===== src/hw/rtl/jswt_pkg.sv =====
// ----------------------------------------------------------------------------
// jswt_pkg: shared types and helpers for the weighted-tardiness job sorter
// Job record, cell control bundle, saturation limits and the sort order test.
// ----------------------------------------------------------------------------
package jswt_pkg;

	localparam int unsigned ID_W   = 16;
	localparam int unsigned DUR_W  = 16;
	localparam int unsigned DL_W   = 24;
	localparam int unsigned PRI_W  = 8;
	localparam int unsigned TIME_W = 24;
	localparam int unsigned PEN_W  = 40;
	localparam int unsigned PROD_W = TIME_W + PRI_W;

	localparam logic [TIME_W-1:0] TIME_MAX = '1;
	localparam logic [PEN_W-1:0]  PEN_MAX  = '1;

	// sort_mode register codes
	localparam logic MODE_EDF = 1'b0;
	localparam logic MODE_HPF = 1'b1;

	typedef struct packed {
		logic [ID_W-1:0]  id;
		logic [DUR_W-1:0] dur;
		logic [DL_W-1:0]  dl;
		logic [PRI_W-1:0] pri;
	} job_t;

	// Control broadcast from the top level to every cell
	typedef struct packed {
		logic ins;   // insert new_job this cycle
		logic pop;   // shift the whole row one place toward the head
		logic mode;  // sort order
	} cell_ctrl_t;

	// True when job a must be placed strictly after job b
	function automatic logic goes_after(input job_t a, input job_t b, input logic mode);
		logic res;
		if (mode == MODE_HPF) begin
			res = (a.pri < b.pri);
		end else begin
			res = (a.dl > b.dl);
		end
		return res;
	endfunction

endpackage


===== src/hw/rtl/jswt_cell.sv =====
// ----------------------------------------------------------------------------
// jswt_cell: one slot of the systolic insertion sorter
// Holds one job. On insert, a cell whose job goes after the new one (or that
// is empty) is displaced: it takes its left neighbor's job if that one was
// displaced too, else the new job. On pop every cell takes its right
// neighbor's job, so the row drains through cell 0 in sorted order.
// ----------------------------------------------------------------------------
module jswt_cell (
	input  logic                  clk,
	input  logic                  arst_n,
	input  jswt_pkg::cell_ctrl_t  ctrl,
	input  jswt_pkg::job_t        new_job,
	input  jswt_pkg::job_t        prev_job,
	input  logic                  prev_valid,
	input  logic                  prev_disp,
	input  jswt_pkg::job_t        next_job,
	input  logic                  next_valid,
	output jswt_pkg::job_t        job,
	output logic                  valid,
	output logic                  disp
);

	jswt_pkg::job_t job_q;
	logic           valid_q;

	// displaced when empty or strictly later than the new job (keeps ties stable)
	assign disp  = ctrl.ins & (~valid_q | jswt_pkg::goes_after(job_q, new_job, ctrl.mode));
	assign job   = job_q;
	assign valid = valid_q;

	// occupancy
	always_ff @(posedge clk or negedge arst_n) begin
		if (!arst_n) begin
			valid_q <= 1'b0;
		end else if (ctrl.pop) begin
			valid_q <= next_valid;
		end else if (disp) begin
			valid_q <= prev_disp ? prev_valid : 1'b1;
		end
	end

	// job payload
	always_ff @(posedge clk) begin
		if (ctrl.pop) begin
			job_q <= next_job;
		end else if (disp) begin
			job_q <= prev_disp ? prev_job : new_job;
		end
	end

endmodule


===== config.mk =====
export PLATFORM = sky130hd
export DESIGN_NAME = jswt_cell
export DESIGN_NICKNAME = d
export VERILOG_FILES = /design/src/hw/rtl/jswt_pkg.sv /design/src/hw/rtl/jswt_cell.sv
export SDC_FILE = /design/constraint.sdc
export NUM_CORES = 1
export LEC_CHECK = 0
export ABC_AREA = 1
export ABC_CLOCK_PERIOD_IN_PS = 2400
export BUFFER_PORTS_ARGS = -buffer_cell sky130_fd_sc_hd__buf_2
export CAP_MARGIN = 20
export CORE_UTILIZATION = 39
export CTS_CLUSTER_DIAMETER = 50
export DETAILED_ROUTE_END_ITERATION = 10
export GPL_ROUTABILITY_DRIVEN = 0
export PLACE_DENSITY = 0.78
export SLEW_MARGIN = 20
export SYNTH_ARGS = -nofsm -noshare
export SYNTH_HDL_FRONTEND = slang
export SYNTH_SLANG_ARGS = --single-unit

===== constraint.sdc =====
create_clock -name clk -period 2.4 [get_ports clk]
set_input_delay 0.48 -clock clk [delete_from_list [all_inputs] [get_ports clk]]
set_output_delay 0.48 -clock clk [all_outputs]
set_load 0.01 [all_outputs]

=== Yosys cells after proc, flatten, opt, wreduce, memory -nomap -nowiden ===
Cells that the tools add are included.

* Flip-flop bits (word level): 65
* Bits of input ports: 200
* Output and inout port bits: 66

* $lt $le $gt $ge: 2
* Mux-type cells: 7
* Bitwise operators: 3
* Reductions and logical operators: 1

{| class="wikitable"
|+ Operators by type and width
! operator !! number
|-
| $mux W64 || 3
|-
| $gt A24 B24 Y1 || 1
|-
| $lt A8 B8 Y1 || 1
|-
| $mux W1 || 4
|-
| $reduce_bool A2 Y1 || 1
|-
| $and A1 B1 Y1 || 1
|-
| $not A1 Y1 || 1
|-
| $or A1 B1 Y1 || 1
|}

=== Depth between registers and ports, before layout ===
Gate-level depths: netlist of the first run.

* Depth after elaboration: 6
* Depth in mapped cells: 17

=== Worst setup path before layout of the first run ===
No wires, ideal clock.

* Kind: input to register
* Start: input port new_job[31] (netlist name)
* End: register job_q (netlist bit job[0]) (enable)
* Arrival: 2.218 ns
* Slack: -0.212 ns
* Stages: 12
* Buffers on the path: 0
* Path through: inv_1 ha_1 nand2_1 nor2_2 nand2_2 nor2_2 nand2_1 nand3_1 nand2_1 nand3_2 nand2_2 nand2_2

* Longest elaborated chain between the ends: 5

{| class="wikitable"
|+ RTL lines
! what !! line !! text
|-
| start, declared || jswt_cell.sv:12 || <nowiki>input jswt_pkg::job_t new_job,</nowiki>
|-
| $gt A24 B24 Y1 || jswt_pkg.sv:42 || <nowiki>res = (a.dl > b.dl);</nowiki>
|-
| $mux W1 || jswt_pkg.sv:39 || <nowiki>if (mode == MODE_HPF) begin</nowiki>
|-
| $or A1 B1 Y1 || jswt_cell.sv:27 || <nowiki>assign disp = ctrl.ins & (~valid_q | jswt_pkg::goes_after(job_q, new_job, ctrl.mode));</nowiki>
|-
| $and A1 B1 Y1 || jswt_cell.sv:27 ||
|-
| $reduce_bool A2 Y1 (no line) || - ||
|-
| end signal, assigned || jswt_cell.sv:45 || <nowiki>job_q <= next_job;</nowiki>
|-
| end signal, assigned || jswt_cell.sv:47 || <nowiki>job_q <= prev_disp ? prev_job : new_job;</nowiki>
|-
| end, declared || jswt_cell.sv:23 || <nowiki>jswt_pkg::job_t job_q;</nowiki>
|}

No other way between the ends.
A chain may end at the register's enable or synchronous reset.

=== Final worst setup path of the first run ===
* Start: register job_q (netlist bit job[27])
* End: output port disp

* Longest elaborated chain between the ends: 4

{| class="wikitable"
|+ RTL lines
! what !! line !! text
|-
| $gt A24 B24 Y1 || jswt_pkg.sv:42 ||
|-
| $mux W1 || jswt_pkg.sv:39 ||
|-
| $or A1 B1 Y1 || jswt_cell.sv:27 ||
|-
| $and A1 B1 Y1 || jswt_cell.sv:27 ||
|-
| end, declared || jswt_cell.sv:20 || <nowiki>output logic disp</nowiki>
|}

No other way between the ends.

==> key figures, run 1 <==
Floorplan
  – Die H: about 100 um
  – Core area: 10280 sq um
  – Initial Util: 40.20%
  – IO Count: around 270
  – Std cell rows: 37
  – Die width: about 100 um
  – Die footprint: 11010 sq um

Global routing
  – Total GRT Usage: between 20% and 30%
  – Initial antenna violation count: 0
  – First-pass GRT wire length: between 20 and 25 mm
  – Pin count of the biggest net entering global routing: 42
  – Vias in the first global route: 4313
  – GR Overflow Total: 0

Power and ir drop
  – P_int: 2.296 mW
  – Gate power share: 27.9%
  – Clock group share of total power: approximately 28%
  – Sw frac: between 30% and 40%
  – Static leakage: 3.016 nW
  – VDD IR max: 0.2757 mV
  – PD cells: 546.1 nW/um^2
  – Sw power: 0.9953 mW
  – Sequential Power Share: 44.2%

Timing
  – Maximum clock frequency: 0.4058 GHz
  – Min Tclk post-route: 2464 ps
  – Setup violators final: 1
  – Setup ws final: -64.44 ps
  – Worst slew pin tran: 481.8 ps
  – Skew final: about 11 ps
  – RSZ-0062 raised after global routing: true
  – Slew HR: 67.88%
  – Slew Viols, Final: 0
  – Final period utilization: 102.7%
  – Final Hold Fails: 0

Worst hold path
  – Hold Crit Class: primary input to asynchronous set/reset pin

Clock tree
  – Num CTS Buffers: 9
  – Clock slew at reported path FFs: 80 ps
  – CTS tree: done
  – CTS root buf: clkbuf_8
  – Clk sink count: between 60 and 70
  – H-tree depth: 3
  – Clock latency at the later pin of the worst-skew pair: 340 ps
  – Max Root-Sink Buffers: 2

Layout
  – Util after Layout: 58.63%
  – Area grow syn2layout: 45.85%
  – # diodes: 0
  – Share of layout cells above drive strength 1: 42.45%
  – Commonest non-fill, non-tap cell in the layout: buf_2
  – Fillers: 923
  – Layout Cells excl Fill: a little over 900
  – Layout Nets: 1001
  – Most frequent cells in the layout: buf_2 (265), a21oi_1 (138), nand2_1 (97), nor2_1 (68), edfxtp_1 (64)

Route
  – Max Used Layer: met4
  – DR vias/cell: between 4 and 5
  – Wire length per cell: 14.27 um
  – First-iteration detailed-routing DRC count: 310
  – Routed length on met1: 5.177 mm
  – Drt drc: 0
  – WL final: 13.00 mm
  – Met2 WL: 6.645 mm
  – Detailed Routing Iterations Pass 1: 4
  – Metal3 WL: slightly below 900 um
  – Antenna-violating nets left: 0
  – Via count: 4498

Synthesis
  – Cell taking the most area after synthesis: edfxtp_1
  – Mapped Area: 4131 sq um
  – Synth Warn #: 0
  – Async S/R FF share, synth: 1.538%
  – Register bit total from synthesis: 65
  – Top FF cell, synth: edfxtp_1
  – Post-synth EDFFs: 64
  – Seq/Total Area, Yosys: 47.12%
  – Mean Syn Cell Area: 8.246 sq um
  – Synth unique cells: 25
  – Post-synth top area share: 46.52%
  – Synth top area cells: edfxtp_1 (47%), a21oi_1 (17%), ha_1 (9.4%)
  – Syn nets: approximately 730
  – Post-Syn Instances: around 500

Setup path
  – Worst R2R End: job[38]$_DFFE_PP_
  – R2R cell count: 13
  – Worst R2R Setup Slack: 170 ps
  – Endpoint class of the critical path: primary output
  – CP Launch Type: flip-flop
  – CP Data Arrival Time: 1980 ps
  – WP data required: 1920 ps
  – Worst Path Max Fanout: 3
  – Worst R2R Start: job[21]$_DFFE_PP_
  – Critical path class: flip-flop to primary output

Job
  – Maxcap violations: 0

Outcome
  – Failing checks: setup timing
  – Status: complete, but fails checks

Placed design
  – PortBufs: 265
  – HPWL after DPL: 9.695 mm
  – Placed Instances: 887
synth_stat cells (2+ instances only):
cell type / number
buf_2: 4
nand2_2: 5
nor2_1: 69
nor2_2: 4
inv_1: 39
nand2_1: 99
ha_1: 31
edfxtp_1: 64
nand3_1: 6
clkbuf_1: 11
a21oi_1: 139
a21o_1: 2
buf_1: 11
o21ai_0: 2
inv_2: 5
cell families after synthesis:
logic type      synth area share (%)
simple gates                   18.56
compound gates                 17.75
buf+inv                        7.177
flops                          47.12
fa+ha+maj                      9.388
registers in the layout, indices dropped and copies added (netlist names):
name,cells
job,64
valid,1
area by class of cell:
| class | instances | area [sq um] | area share, % |
|---|---|---|---|
| Sequential cell | 65 | 1947 | 32.31 |
| Multi-Input combinational cell | 364 | 2013 | 33.41 |
| Clock buffer | 9 | 123.9 | 2.056 |
| Tap cell | 136 | 170.2 | 2.824 |
| Clock inverter | 7 | 70.07 | 1.163 |
| Inverter | 44 | 165.2 | 2.741 |
| Timing Repair Buffer | 286 | 1536 | 25.50 |
worst max-delay path: stages, from the launching register on:
cell	delay (ps)
edfxtp_1	430
ha_4	250
a21oi_1	220
nand2_2	100
a21oi_2	160
nand3_1	100
nand2_1	80
nand3_2	70
nand2_2	80
inv_1	30
buf_2	130
worst max-delay path by stage:
stage	startpoint	depth (start not counted)	end
CTS	job[25]$_DFFE_PP_	12	disp
global route	job[26]$_DFFE_PP_	12	disp
detailed placement	new_job[27]	12	disp
global placement	new_job[27]	12	disp
finish	job[27]$_DFFE_PP_	10	disp
floorplan	new_job[31]	12	job[0]$_DFFE_PP_
repair_timing:
item,CTS,global route
resized for setup,11,6
hold buffers,1,0
endpoints found under the hold margin,1,0
setup endpoints to repair,1,1
setup buffers,5,2
pin swaps,10,1
stage by stage:
stage                     setup WS [ps]  setup TNS (ps)  area [sq um]  total power [mW]  hold slack (ps)
after detailed placement          8.974               0          5649             2.334            258.0
after global routing             -167.3          -167.3          6026             3.488            442.4
final                            -64.44          -64.44          6026             3.291            458.2
after floorplan                   117.1               0          4136             1.915            184.4
after global placement            26.17               0          5649             2.314            255.3
after CTS                        -54.41          -54.41          5953             3.299            440.6
power by group through the flow:
stage / Combinational (mW) / Clock, mW / Sequential, mW
CTS: 0.900 / 0.948 / 1.45
global placement: 0.843 / 0 / 1.47
global route: 1.02 / 0.997 / 1.47
detailed placement: 0.858 / 0 / 1.48
finish: 0.919 / 0.917 / 1.46
floorplan: 0.378 / 0 / 1.54
routing by layer:
layer | vias to the layer above | track usage, %
met5 | - | 0
met4 | 0 | 8.753
met3 | 24 | 3.993
li1 | 2236 | -
met2 | 199 | 42.43
met1 | 2039 | 27.64
Power figures use the tool's default switching activity.
==> run 2: changes to the inputs <==
PLACE_DENSITY = 0.84   (was 0.78)
==> run 2 against run 1 <==
- the flow still finishes with violations (setup timing)
- sequential cell count did not move
- die area did not move
- final cell count fell by 0.22%
- clock-buffer cell count rose by 1
- maximum frequency rose by 0.89%
- via count barely moved
- non-clock buffer count fell by 2
- register-to-register slack barely moved
- wire length rose by 1.8%
- utilization rose by 0.57 points
- critical endpoint unchanged
- highest routed layer unchanged
==> key figures, run 2 (synthesis gave the netlist of run 1 again) <==
Outcome
  – Status: complete, but fails checks
  – Failing checks: setup timing

Route
  – Routed length on met1: 5.178 mm (about the same)
  – First-iteration detailed-routing DRC count: 260 (-16%)
  – Wire length per cell: 14.56 um (+2.0%)
  – Detailed Routing Iterations Pass 1: 4 (unchanged)
  – Via count: 4500 (+0.044%)
  – Antenna-violating nets left: 0 (unchanged)
  – Metal3 WL: 1.010 mm (+13%)
  – WL final: 13.24 mm (+1.8%)
  – Drt drc: 0 (unchanged)
  – DR vias/cell: 4.950 (+0.26%)
  – Met2 WL: 6.746 mm (+1.5%)
  – Max Used Layer: met4

Layout
  – Sequential Area: 1947 sq um (unchanged)
  – Layout Nets: 999 (-0.20%)
  – Largest register FFs: 64 (unchanged)
  – # diodes: 0 (unchanged)
  – Util after Layout: 59.20% (+0.57 points)
  – Area grow syn2layout: 47.27%
  – Multi-input gate area: 2112 sq um (+4.9%)
  – Share of layout cells above drive strength 1: 43.34% (+0.89 points)
  – Fillers: 950 (+2.9%)
  – Commonest non-fill, non-tap cell in the layout: buf_2
  – Most frequent cells in the layout: buf_2 (264), a21oi_1 (137), nand2_1 (96), nor2_1 (69), edfxtp_1 (64)

Setup path
  – Kind of cell adding the most delay to the critical path: simple AND/OR/NAND/NOR gates
  – R2R cell count: 13 (unchanged)
  – CP Launch Type: flip-flop
  – CP peak stage delay: 440 ps (about the same)
  – Worst R2R Start: job[26]$_DFFE_PP_
  – CP Data Arrival Time: 1960 ps (-20 ps)
  – Worst R2R Setup Slack: 160 ps (about the same)
  – Bufs and invs on worst path: 2 (unchanged)
  – CP endpoint: disp
  – WP depth: 12 (+2)
  – Critical path, cell by cell: ha_4 -> nand2_1 -> nand2_1 -> nand3_1 -> nand2_1 -> a21oi_2 -> nand3_1 -> nand2_1 -> nand3_2 -> nand2_4 -> inv_2 -> buf_6
  – Crit path from: job[25]$_DFFE_PP_
  – Critical path class: flip-flop to primary output
  – CP max-delay cell: edfxtp_1
  – Worst R2R End: job[34]$_DFFE_PP_
  – Worst Path Max Fanout: 2 (-1)
  – Most used cell, CP: nand2_1
  – WP data required: 1920 ps (about the same)
  – Endpoint class of the critical path: primary output

Floorplan
  – Core area: 10280 sq um (unchanged)
  – Die footprint: 11010 sq um (unchanged)
  – Initial Util: 40.20% (unchanged)
  – Die H: 104.9 um (unchanged)
  – Die width: 104.9 um (unchanged)
  – IO Count: 266 (unchanged)
  – Std cell rows: 37 (unchanged)

Clock tree
  – Clk sink count: 65 (unchanged)
  – Max Root-Sink Buffers: 2 (unchanged)
  – CTS tree: done
  – Num CTS Buffers: 9 (unchanged)
  – Clock slew at reported path FFs: 80 ps (about the same)
  – CTS root buf: clkbuf_8
  – H-tree depth: 3 (unchanged)
  – Clock latency at the later pin of the worst-skew pair: 340 ps (about the same)

Timing
  – Setup ws final: -42.79 ps (+21.65 ps)
  – Final Hold Fails: 0 (unchanged)
  – Slew HR: 51.54% (-16 points)
  – Skew final: 7.337 ps (-3.558 ps)
  – Worst slew pin tran: 727.0 ps (+245.2 ps)
  – Setup tns final: -42.79 ps (+21.65 ps)
  – Setup violators final: 1 (unchanged)
  – RSZ-0062 raised after global routing: true
  – Min Tclk post-route: 2443 ps (-21.65 ps)
  – Hold slack: 455.3 ps (-2.892 ps)
  – Final period utilization: 101.8% (-0.90 points)
  – Slew Viols, Final: 0 (unchanged)
  – Maximum clock frequency: 0.4094 GHz (+0.89%)

Global routing
  – Initial antenna violation count: 0 (unchanged)
  – GR Overflow Total: 0 (unchanged)
  – First-pass GRT wire length: 20.13 mm (-0.65%)
  – Pin count of the biggest net entering global routing: 66 (+57%)
  – Total GRT Usage: 23.38% (-0.057 points)
  – Vias in the first global route: 4370 (+1.3%)

Placed design
  – Dpl ws: 14.26 ps (+5.284 ps)
  – PortBufs: 265 (unchanged)
  – HPWL after DPL: 9.515 mm (-1.9%)

Power and ir drop
  – Total Power: 3.221 mW (-2.1%)
  – Static leakage: 3.025 nW (+0.29%)
  – VDD IR max: 0.3524 mV (+28%)
  – PD cells: 529.4 nW/um^2 (-3.1%)

Worst hold path
  – Hold Crit Class: primary input to flip-flop
  – Hold path start: next_job[51]

Job
  – Maxcap violations: 0 (unchanged)
[run 2: cell count changes in the layout (fill, tap and decap cells not counted), moves of 2 or more]
cell      previous run  this run
nor2_2               3         1
nand2_4              3         7
buf_4               16        14
nand2_2              5         2
ha_1                25        19
clkinv_2             0         4
ha_4                 6        12
clkinv_1             2         0
[run 2: stage by stage]
| stage | cell area [sq um] | instances |
|---|---|---|
| after floorplan | 4136 | 501 |
| after global placement | 5634 | 885 |
| after detailed placement | 5634 | 885 |
| after CTS | 5933 | 908 |
| after global routing | 6085 | 909 |
| final | 6085 | 909 |
[run 2: worst min-delay path, cell delays in order]
cell	delay, ps
buf_2	80
nor2_1	30
a21oi_1	90
[run 2: cell type report]
type / instances / area share [%]
Tap cell: 136 / 2.797
Timing Repair Buffer: 284 / 25.11
Inverter: 44 / 2.714
Clock inverter: 6 / 0.5758
Sequential cell: 65 / 32.00
Multi-Input combinational cell: 364 / 34.71
Clock buffer: 10 / 2.097
[run 2: what timing repair did]
action                     4_1_cts  5_1_grt
gates resized for setup         13       17
hold endpoints to repair         1        0
hold buffers                     1        0
setup endpoints to repair        1        1
pin swaps                       14       11
cloned                           0        0
buffers inserted                 6        1
[run 2: routing by layer]
layer | global-route usage [%] | vias up
met1 | 26.31 | 2043
met5 | 0 | -
met4 | 9.155 | 0
met2 | 42.34 | 203
met3 | 5.677 | 25
li1 | - | 2229
[run 2: worst min path at each step]
stage | to | cells after the start
6_report | job[51]$_DFFE_PP_ | 3
5_1_grt | valid$_DFFE_PN0P_ | 2
4_1_cts | valid$_DFFE_PN0P_ | 2
3_5_place_dp | valid$_DFFE_PN0P_ | 1
3_3_place_gp | valid$_DFFE_PN0P_ | 1
2_1_floorplan | valid$_DFFE_PN0P_ | 0
[run 2: where the power goes]
| group | internal [mW] | total [mW] | switching (mW) | leakage, nW |
|---|---|---|---|---|
| sequential | 1.40 | 1.46 | 0.0580 | 0.649 |
| combinational | 0.433 | 0.949 | 0.516 | 2.29 |
| clock | 0.368 | 0.813 | 0.445 | 0.0818 |
| total | 2.20 | 3.22 | 1.02 | 3.03 |
==> run 3: changes to the inputs <==
CORE_UTILIZATION = 40   (was 39)
CTS_BUF_LIST = sky130_fd_sc_hd__clkbuf_4   (was unset)
PLACE_DENSITY = 0.85   (was 0.84)
==> run 3 against run 2 <==
- the run still ends with setup timing left
- clock-buffer cell count is 1 lower
- final cell count is 0.88% lower
- via count is 1.2% higher
- maximum frequency is 2.5% lower
- critical path depth stayed put
- utilization is 1.1 points higher
- critical path type unchanged
- critical endpoint unchanged
==> key figures, run 3 (synthesis gave the netlist of run 1 again) <==
Layout
  – Util after Layout: 60.34% (+1.1 points)
  – Sequential Area: 1947 sq um (unchanged)
  – Most frequent cells in the layout: buf_2 (264), a21oi_1 (136), nand2_1 (96), nor2_1 (69), edfxtp_1 (64)
  – Largest register FFs: 64 (unchanged)
  – Fin area: 5979 sq um (-1.7%)
  – Fillers: 877 (-7.7%)
  – Share of layout cells above drive strength 1: 42.32% (-1.0 points)
  – Multi-input gate area: 2014 sq um (-4.6%)
  – Area grow syn2layout: 44.73%
  – Commonest non-fill, non-tap cell in the layout: buf_2
  – # diodes: 0 (unchanged)
  – Layout Nets: 994 (-0.50%)

Timing
  – Final period utilization: 104.4% (+2.6 points)
  – Setup violators final: 1 (unchanged)
  – Min Tclk post-route: 2506 ps (+63.33 ps)
  – Setup ws final: -106.1 ps (-63.33 ps)
  – Final Hold Fails: 0 (unchanged)
  – Maximum clock frequency: 0.3990 GHz (-2.5%)
  – Setup tns final: -106.1 ps (-63.33 ps)
  – Slew HR: 50.43% (-1.1 points)
  – Slew Viols, Final: 0 (unchanged)
  – Worst slew pin tran: 743.6 ps (+16.65 ps)
  – Skew final: 14.74 ps (+7.403 ps)
  – RSZ-0062 raised after global routing: true

Route
  – Drt drc: 0 (unchanged)
  – Antenna-violating nets left: 0 (unchanged)
  – Wire length per cell: 14.39 um (-1.2%)
  – Met2 WL: 6.682 mm (-0.95%)
  – First-iteration detailed-routing DRC count: 354 (+36%)
  – DR vias/cell: 5.055 (+2.1%)
  – Max Used Layer: met4
  – Routed length on met1: 4.945 mm (-4.5%)
  – Detailed Routing Iterations Pass 1: 5 (+1)
  – WL final: 12.96 mm (-2.1%)
  – Metal3 WL: 980 um (-3.0%)
  – Via count: 4555 (+1.2%)

Clock tree
  – Max Root-Sink Buffers: 2 (unchanged)
  – H-tree depth: 3 (unchanged)
  – Clk sink count: 65 (unchanged)
  – Clock slew at reported path FFs: 120 ps (+40 ps)
  – Num CTS Buffers: 9 (unchanged)
  – Clock latency at the later pin of the worst-skew pair: 400 ps (+60 ps)
  – CTS tree: done
  – CTS root buf: clkbuf_4

Job
  – Maxcap violations: 0 (unchanged)

Placed design
  – PortBufs: 265 (unchanged)
  – HPWL after DPL: 9.567 mm (+0.55%)
  – Post-DP Area: 5610 sq um (-0.42%)

Global routing
  – Initial antenna violation count: 0 (unchanged)
  – Total GRT Usage: 23.91% (+0.52 points)
  – GR Overflow Total: 0 (unchanged)
  – Vias in the first global route: 4487 (+2.7%)
  – Pin count of the biggest net entering global routing: 66 (unchanged)
  – First-pass GRT wire length: 20.38 mm (+1.3%)

Power and ir drop
  – PD cells: 571.9 nW/um^2 (+8.0%)
  – VDD IR max: 0.3336 mV (-5.3%)
  – Static leakage: 2.998 nW (-0.89%)

Setup path
  – Worst Path Max Fanout: 3 (+1)
  – CP Data Arrival Time: 2030 ps (+70 ps)
  – R2R cell count: 12 (-1)
  – Critical path class: flip-flop to primary output
  – Endpoint class of the critical path: primary output
  – CP Launch Type: flip-flop
  – WP data required: 1920 ps (about the same)

Floorplan
  – IO Count: 266 (unchanged)
  – Die width: 103.6 um (-1.2%)
  – Core area: 9910 sq um (-3.6%)
  – Std cell rows: 36 (-2.7%)
  – Die footprint: 10740 sq um (-2.5%)
  – Die H: 103.6 um (-1.2%)
  – Initial Util: 41.69% (+1.5 points)

Worst hold path
  – Hold Crit Class: primary input to flip-flop
  – Hold Path Cell Cnt: 3 (unchanged)

Outcome
  – Failing checks: setup timing
  – Status: complete, but fails checks
## run 3: metrics by stage
stage               setup slack (ps)  total power, mW  cells  hold WS [ps]
floorplan                      117.1            1.915    501         184.4
global placement               28.69            2.303    881         254.7
detailed placement             2.550            2.323    881         255.8
CTS                           -165.8            3.399    900         359.0
global route                  -283.2            3.606    901         365.3
finish                        -106.1            3.420    901         389.6
## run 3: repair_timing
item / in CTS / in global routing
cloned: 0 / 0
hold buffers: 1 / 0
gates resized for setup: 3 / 16
pin swaps: 8 / 12
hold endpoints to repair: 1 / 0
buffers inserted: 2 / 1
setup endpoints to repair: 1 / 1
## run 3: per-layer routing
layer | track usage, % | vias to the layer above
met4 | 10.35 | 0
met5 | 0 | -
met3 | 5.349 | 32
li1 | - | 2223
met1 | 25.62 | 2062
met2 | 44.68 | 238
## run 3: worst max-delay path, cell delays in order, from the launching register on
cell	delay, ps
edfxtp_1	450
ha_4	310
nand2_4	60
nor2_4	130
nand2_2	80
nor2_2	120
nand2_1	60
nand3_1	60
nand2_1	60
nand3_2	80
nand2_4	70
inv_2	60
buf_6	90
## run 3: final cells by class
| type | instances | share of cell area [%] |
|---|---|---|
| Multi-Input combinational cell | 364 | 33.69 |
| Tap cell | 133 | 2.783 |
| Clock buffer | 9 | 1.130 |
| Inverter | 44 | 2.762 |
| Timing Repair Buffer | 279 | 24.71 |
| Sequential cell | 65 | 32.56 |
| Clock inverter | 7 | 2.365 |
## run 3: power breakdown
part	leakage, nW	switching, mW	internal, mW
combinational	2.24	0.498	0.405
sequential	0.649	0.0526	1.40
clock	0.108	0.430	0.635
## run 3: final timing paths
| kind | from | end | slack (ps) |
|---|---|---|---|
| max in group asynchronous | arst_n | valid$_DFFE_PN0P_ | 1920 |
| setup / recovery | job[31]$_DFFE_PP_ | disp | -110 |
| setup reg to reg | job[31]$_DFFE_PP_ | job[1]$_DFFE_PP_ | 310 |
| min in group asynchronous | arst_n | valid$_DFFE_PN0P_ | 400 |
| hold reg to reg | valid$_DFFE_PN0P_ | valid$_DFFE_PN0P_ | 600 |
| hold / removal | next_job[51] | job[51]$_DFFE_PP_ | 390 |
